`src/rtl/sacl_pkg.sv`:
```
// sacl_pkg: shared types and constants for the set-associative LRU cache model.
// Used by every module under rtl/. No dependencies.
`timescale 1ns / 1ps

package sacl_pkg;

  localparam int TOTAL_W = 32;
  localparam int ADDR_W  = 64;

  // register indexes on the configuration port
  localparam logic [1:0] REG_SET_BITS = 2'd0;
  localparam logic [1:0] REG_OFF_BITS = 2'd1;
  localparam logic [1:0] REG_WAYS     = 2'd2;

  localparam logic [3:0] RST_SET_BITS = 4'd4;
  localparam logic [5:0] RST_OFF_BITS = 6'd4;
  localparam logic [3:0] RST_WAYS     = 4'd1;

  localparam logic [1:0] MODE_MODIFY = 2'd2;

  localparam logic [1:0] OUT_HIT   = 2'd0;
  localparam logic [1:0] OUT_FILL  = 2'd1;
  localparam logic [1:0] OUT_EVICT = 2'd2;

  localparam logic [TOTAL_W-1:0] TOTAL_MAX = '1;

  typedef struct packed {
    logic [3:0] set_bits;
    logic [5:0] off_bits;
    logic [3:0] ways;
  } cfg_t;

  typedef struct packed {
    logic               valid;
    logic [1:0]         outcome;
    logic               last;
    logic [TOTAL_W-1:0] hits;
    logic [TOTAL_W-1:0] misses;
    logic [TOTAL_W-1:0] evictions;
  } res_t;

  typedef enum logic [2:0] {
    ST_CLEAR,
    ST_IDLE,
    ST_SPLIT,
    ST_META,
    ST_SCAN,
    ST_UPDATE,
    ST_EMIT
  } state_t;

endpackage

```
`src/rtl/sacl_cfg.sv`:
```
// sacl_cfg: APB-style register file for set bits, offset bits and ways in use.
// Depends on sacl_pkg.
`timescale 1ns / 1ps

module sacl_cfg
  import sacl_pkg::*;
(
  input  logic        clk,
  input  logic        rst_n,
  input  logic        psel,
  input  logic        penable,
  input  logic        pwrite,
  input  logic [3:0]  paddr,
  input  logic [31:0] pwdata,
  output logic [31:0] prdata,
  output logic        pready,
  output cfg_t        cfg
);

  cfg_t       cfg_r;
  cfg_t       cfg_nxt;
  logic       wr_en;
  logic [1:0] idx;

  assign pready = 1'b1;
  assign idx    = paddr[3:2];
  assign wr_en  = psel & penable & pwrite;
  assign cfg    = cfg_r;

  always_comb begin
    cfg_nxt = cfg_r;
    if (wr_en) begin
      unique case (idx)
        REG_SET_BITS: cfg_nxt.set_bits = pwdata[3:0];
        REG_OFF_BITS: cfg_nxt.off_bits = pwdata[5:0];
        REG_WAYS:     cfg_nxt.ways     = pwdata[3:0];
        default:      ;
      endcase
    end
  end

  always_comb begin
    unique case (idx)
      REG_SET_BITS: prdata = {28'd0, cfg_r.set_bits};
      REG_OFF_BITS: prdata = {26'd0, cfg_r.off_bits};
      REG_WAYS:     prdata = {28'd0, cfg_r.ways};
      default:      prdata = 32'd0;
    endcase
  end

  always_ff @(posedge clk) begin
    if (!rst_n) begin
      cfg_r.set_bits <= RST_SET_BITS;
      cfg_r.off_bits <= RST_OFF_BITS;
      cfg_r.ways     <= RST_WAYS;
    end else begin
      cfg_r <= cfg_nxt;
    end
  end

endmodule

```
`config.mk`:
```
export PLATFORM = sky130hd
export DESIGN_NAME = sacl_cfg
export DESIGN_NICKNAME = d
export VERILOG_FILES = /design/src/rtl/sacl_pkg.sv /design/src/rtl/sacl_cfg.sv
export SDC_FILE = /design/constraint.sdc
export NUM_CORES = 1
export LEC_CHECK = 0
export ABC_AREA = 1
export BUFFER_PORTS_ARGS = -buffer_cell sky130_fd_sc_hd__buf_2
export CORE_ASPECT_RATIO = 1.5
export CORE_MARGIN = 3
export CORE_UTILIZATION = 36
export DETAILED_ROUTE_END_ITERATION = 10
export HOLD_SLACK_MARGIN = 0.12
export PLACE_DENSITY = 0.87
export SLEW_MARGIN = 30
export SYNTH_ARGS = -nofsm -noshare
export SYNTH_HDL_FRONTEND = slang
export SYNTH_SLANG_ARGS = --single-unit
```
`constraint.sdc`:
```
create_clock -name clk -period 0.8 [get_ports clk]
set_input_delay 0.04 -clock clk [delete_from_list [all_inputs] [get_ports clk]]
set_output_delay 0.04 -clock clk [all_outputs]
set_load 0.01 [all_outputs]
```
-- Word-level counts from Yosys, hierarchy flattened
Index checks and enable logic that the tools add are counted.
- word-level logic and storage cells: 12
- bits in registers: 14
- bits of input ports: 41
- output and inout bits: 47
- equality and inequality tests: 2
- muxes and demuxes: 1
- bitwise logic cells: 2
- reduce and logical (&&, ||, !) cells: 4
- operators with widths (operator ; number):
    6-bit one-hot mux with 3 select lines ; 1
    2-bit AND reduction ; 3
    1-bit AND ; 2
    2-bit by 1-bit == test with 1-bit output (second input constant) ; 1
    2-bit == test (second input constant) ; 1
    2-bit logical NOT ; 1

-- Logic depth before layout (Yosys ltp)
Gate-level depths: netlist (run 1).
- depth in word-level cells: 3
- gate-level depth with buffers: 6
- mapped depth without buffers: 5

-- Worst setup path before layout (run 1)
No wires, ideal clock.
- kind: register to output
- start point: register cfg_r (netlist bit cfg[8])
- end point: output prdata[4]
- arrival time: 0.597 ns
- cell stages (with the launch flop): 3
- path slack: 0.163 ns
- cell sequence: dfxtp_1 inv_1 nor2_1
- longest elaborated chain between the ends: 1
- ends and longest elaborated chain (item ; RTL line ; text):
    start: declaration ; sacl_cfg.sv:20 ; cfg_t cfg_r;
    start signal: assignment ; sacl_cfg.sv:57 ; cfg_r <= cfg_nxt;
    6-bit one-hot mux with 3 select lines ; sacl_cfg.sv:43 ; unique case (idx)
    end: declaration ; sacl_cfg.sv:15 ; output logic [31:0] prdata,
No other way between the ends.

-- Worst setup path in the final report (run 1)
- start point: register cfg_r (netlist bit cfg[4])
- end point: output prdata[0]
The elaborated chain is that of the path after synthesis.

==> impl_metrics.toml, run 1 <==
[timing]
clock.fmax_ghz = 1.017
fin_crit_sh = 1.229
tns_ns = -1.831
fin_skew_ns = 0
rsz0062_at_grt = "true"
finalHoldViolCount = 0
fin_crit_ns = 0.9836
slew_viol_final = 0
fin_ws_ns = -0.1836
setup_viol = 16

[synth]
syn_avg_cell_area_um2 = 6.544
synth.most_common_cell = "nand2_1"
synth_adder_area_share = 0
synth_top_area_share = 0.3081
synth_cell_type_count = 14
synth_area_leaders = "dfxtp_1 31%, buf_4 22%, nand2_1 12%, nor2_1 11%, nand3_1 10%"
synth_top_family_by_area = "simple AND/OR/NAND/NOR gates"
synth-simple-area-share = 0.3893
seq_area_frac_synth = 0.3081
synthCells = 139
ys_seq_elements = 14
synth-xor-area-share = 0
synth.largest_area_cell = "dfxtp_1"
postSynth.asyncResetShare = 0
synth_common_cells = "29 x nand2_1, 27 x buf_4, 26 x nor2_1"
synth_compound_area_frac = 0.01651
yosys_warnings = 0
yosys_most_used_dff = "dfxtp_1"
synthMuxAreaShare = 0
synth-edff-count = 0
syn-cell-area_um2 = 909.6

[die]
start_util = 0.3934
die-height_um = 67.57
core_um2 = 2312
rows = 21
die_x_um = 47.04
pin_count = 88
die_area_um2 = 3178

[outcome]
outcome = "finished, violations left"
violations = "setup timing"

[cells_and_area]
instances_no_fill = 218
syn2layout_area_growth_pct = 55.02
num-nets-final = 237
drive_gt1_frac = 0.4564
diodes = 0
largest_reg_flops = 14
design_area_um2 = 1410
n_fill_cell = 209

[clocking]
cts_made_buffers = 3
cts_max_path_buffers = 2
ctsHtreeMaxLevel = 1
cts.sinks = 14
clk_latency_ns = 0.29
root_buffer = "clkbuf_4"
cts_tree = "yes"
cts.reportedPaths.clkPinSlew_ns = 0.09

[setup_path]
r2r-end = "cfg[7]"
rrSetupSlack_ns = 0.02
critPathSlowestCell = "dfxtp_2"
start_kind = "flop"
cp.required_ns = 0.76
cpPeakStageDelay_ns = 0.35
r2r-start = "cfg[7]"
reg2reg_depth = 4
setup.worst_path.class = "flop to primary output"
arrival_ns = 0.94
cp_num_buf_inv = 1
worstPathCellList = "nand2_1 -> nand3_1 -> buf_2"
cpLargestDelayFamily = "flip-flops"
cp-end-kind = "primary output"
cp_max_fo = 2
worst-path-stages = 3

[placed_design]
globalplace.congestion = 0.8344
preCtsSetupSlack_ns = -0.009357
placed_area_um2 = 1018
io_buffers = 32
dp_cells = 195
dp_hpwl_um = 1601

[global_route]
grt_overflow = 0
grt_max_degree = 15
grt_pass1_wl_um = 3484
grt_pass1_vias = 832
antenna_found_initial = 0
track_usage = 0.1572

[min_path]
min_to = "cfg[0]"
hold_path_class = "input pin to flop"
hold_depth = 4
holdCritStartpoint = "paddr[3]"

[drt]
viasPerCell = 4.514
wirelength_um = 2457
drtIter0Drc = 15
wire_per_inst_um = 11.27
drc = 0
dr_total_vias = 984
drt-pass1-iter-count = 6
drtAntennaViolNets = 0

[power_and_ir_drop]
power_density_nw_per_um2 = 1159
leakage_nw = 0.7188
peakVddDrop_v = 0.001038

[run]
maxCapViolCount = 0
## cell families after synthesis
logic type,count (synthesis)
buf+inv,40
compound gates,3
flops,14
other cells,2
simple gates,80
## report_power, final
group / leakage, nW / switching [mW] / internal, mW / total [mW]
Clock: 0.0210 / 0.252 / 0.278 / 0.529
Combinational: 0.580 / 0.216 / 0.162 / 0.378
Sequential: 0.117 / 0.0129 / 0.714 / 0.727
Total: 0.719 / 0.480 / 1.15 / 1.63
## stage by stage
stage	hold WS (ns)	utilization	total power, mW
after global placement	0.2764	0.4405	1.013
after detailed placement	0.2958	0.4405	1.015
final	0.1757	0.6098	1.634
after CTS	0.1676	0.5433	1.597
after global routing	0.2236	0.6098	1.724
after floorplan	0.1607	-	1.009
## metal layers
metal  GRT usage  wire length [µm]
met1      0.1504               802
met2      0.2942              1403
met3     0.03733               197
met4     0.07612                53
met5           0                 0
## placed cells by master, fill, tap and decap left out
| cell | count |
|---|---|
| nand3_2 | 2 |
| nand3_1 | 17 |
| buf_4 | 7 |
| o21ai_0 | 3 |
| inv_2 | 5 |
| nand2_1 | 24 |
| nand2_2 | 6 |
| clkbuf_4 | 4 |
| buf_6 | 26 |
| conb_1 | 27 |
| nor2_4 | 4 |
| buf_2 | 15 |
| nor2_1 | 22 |
| dfxtp_2 | 14 |
| nor2_2 | 5 |
| dlygate4sd3_1 | 7 |
| clkbuf_8 | 1 |
| inv_1 | 6 |
## tightest hold or removal path, stage by stage
cell and delay, ns:
buf_2 0.14, nand2_1 0.10, o21ai_0 0.09, nand3_1 0.07
## worst max-delay path by stage
stage	startpoint	to	slack [ns]
detailed placement	paddr[2]	prdata[2]	-0.009
global placement	paddr[2]	prdata[0]	-0.006
finish	cfg[4]	prdata[0]	-0.18
CTS	cfg[4]	prdata[0]	-0.15
global route	cfg[4]	prdata[0]	-0.22
floorplan	cfg[8]	prdata[4]	0.16
## area by class of cell
class / instances / area (µm²) / area share
clock buffer: 4 / 36.28 / 0.02573
inverter: 11 / 41.29 / 0.02928
multi-input combinational: 110 / 508.0 / 0.3602
sequential: 14 / 297.8 / 0.2112
tap: 23 / 28.78 / 0.02041
timing repair buffer: 56 / 498.0 / 0.3532
## timing repair
item,4_1_cts,5_1_grt
endpoints found under the hold margin,14,0
pin swaps,5,7
endpoints found under the setup margin,20,27
resized for setup,30,27
buffers inserted,4,8
hold buffers,7,0
(Power assumes the default switching activity.)
==> inputs of run 2 (changes only) <==
- CTS_CLUSTER_SIZE: not set -> 25
- PLACE_DENSITY: 0.87 -> 0.76
- RECOVER_POWER: not set -> 100
==> run 2 against run 1 <==
Net effect: the run still ends with setup timing left; design area decreased by 6.4%; count of clock-buffer cells in the layout unchanged; register-to-register slack about the same; setup slack improved by 0.029 ns; largest power group unchanged.
==> impl_metrics.toml, run 2 (same netlist as run 1, synthesis figures left out) <==
[cells_and_area]
final_cell_mix = "27 x nand2_1, 27 x conb_1, 24 x nor2_1, 20 x buf_6"
drive_gt1_frac = 0.4202
diodes = 0
final_util = 0.5709
instances_no_fill = 211
syn2layout_area_growth_pct = 45.12
largest_reg_flops = 14
design_area_um2 = 1320
num-nets-final = 230

[setup_path]
setup.worst_path.class = "flop to primary output"
cpPeakStageDelay_ns = 0.34
cp.required_ns = 0.76
reg2reg_depth = 4
start_kind = "flop"
arrival_ns = 0.91
cp_num_buf_inv = 1
r2r-end = "cfg[4]"
critPathSlowestCell = "dfxtp_2"
r2r-start = "cfg[4]"
cp-startpoint = "cfg[13]"
cpLargestDelayFamily = "flip-flops"
cp-end-kind = "primary output"
worstPathCellList = "nand2_1 -> nand3_2 -> buf_6"
cp_max_fo = 3
rrSetupSlack_ns = 0.03

[clocking]
cts.reportedPaths.clkPinSlew_ns = 0.08
root_buffer = "clkbuf_4"
cts.sinks = 14
clk_latency_ns = 0.28
cts_made_buffers = 3
cts_max_path_buffers = 2
cts_tree = "yes"
ctsHtreeMaxLevel = 1

[timing]
finalHoldViolCount = 0
setup_viol = 12
slew_viol_final = 0
fin_crit_sh = 1.194
clock.fmax_ghz = 1.047
fin_crit_ns = 0.9548
tns_ns = -1.259
fin_skew_ns = 0
rsz0062_at_grt = "true"
fin_ws_ns = -0.1548
hold_ws_ns = 0.1865

[drt]
wirelength_um = 2169
drtAntennaViolNets = 0
viasPerCell = 4.393
drc = 0
dr_total_vias = 927
wire_per_inst_um = 10.28
drtIter0Drc = 29
drt-pass1-iter-count = 4

[power_and_ir_drop]
p_int_mw = 1.132
p_total_mw = 1.587
p_clk_frac = 0.325
seq_power_share = 0.458
peakVddDrop_v = 0.0008973
p_sw_frac = 0.2864
switching_power_uw = 454.5
leakage_nw = 0.6752
combPwrFrac = 0.216
power_density_nw_per_um2 = 1202

[global_route]
grt_max_degree = 15
grt_pass1_vias = 851
grt_pass1_wl_um = 3415
grt_overflow = 0
antenna_found_initial = 0
track_usage = 0.1451

[die]
rows = 21
pin_count = 88
die-height_um = 67.57
start_util = 0.3934
die_area_um2 = 3178
core_um2 = 2312
die_x_um = 47.04

[min_path]
hold_depth = 5
holdCritStartpoint = "paddr[2]"
min_to = "cfg[3]"
hold_path_class = "input pin to flop"

[placed_design]
preCtsSetupSlack_ns = -0.01164
dp_cells = 194
placed_area_um2 = 1011
globalplace.congestion = 0.8053
io_buffers = 32
dp_hpwl_um = 1611

[run]
maxCapViolCount = 0

[outcome]
violations = "setup timing"
outcome = "finished, violations left"
-- run 2: cell types whose count changed in the layout (fill, tap and decap cells not counted), sizes merged --
cell	delta
buf	-6
clkbuf	-1
-- run 2: per-layer routing --
layer,part of all wire,vias up,global-route usage
met5,0,-,0
met4,0.016,0,0.06228
met3,0.093,4,0.02133
met2,0.53,44,0.2568
met1,0.36,407,0.1643
li1,-,472,-
-- run 2: layout make-up --
class	count	area, µm²
Clock buffer	4	36.28
Fill cell	245	992.2
Inverter	11	41.29
Multi-Input combinational cell	110	495.5
Sequential cell	14	297.8
Tap cell	23	28.78
Timing Repair Buffer	49	420.4
-- run 2: worst max path at each step --
| stage | end | slack, ns | depth (start not counted) |
|---|---|---|---|
| after floorplan | prdata[4] | 0.16 | 2 |
| after global placement | prdata[0] | -0.008 | 6 |
| after detailed placement | prdata[0] | -0.01 | 6 |
| after CTS | prdata[0] | -0.16 | 3 |
| after global routing | prdata[3] | -0.20 | 3 |
| final | prdata[3] | -0.15 | 3 |
-- run 2: power by group through the flow --
stage	registers (mW)	clock network (mW)	logic [mW]
global placement	0.738	0	0.272
detailed placement	0.739	0	0.274
floorplan	0.745	0	0.264
global route	0.730	0.572	0.387
CTS	0.726	0.531	0.318
finish	0.727	0.516	0.343
-- run 2: timing repair --
| action | in CTS | in global routing |
|---|---|---|
| cloned | 0 | 0 |
| hold buffers | 7 | 0 |
| pin swaps | 6 | 5 |
| setup buffers | 3 | 5 |
| endpoints found under the hold margin | 14 | 0 |
| setup endpoints to repair | 20 | 30 |
| gates resized for setup | 25 | 21 |
-- run 2: tightest hold or removal path: stages --
cell	delay, ns
buf_2	0.14
nor2_4	0.07
nand3_1	0.07
nand2_1	0.04
nor2_1	0.07
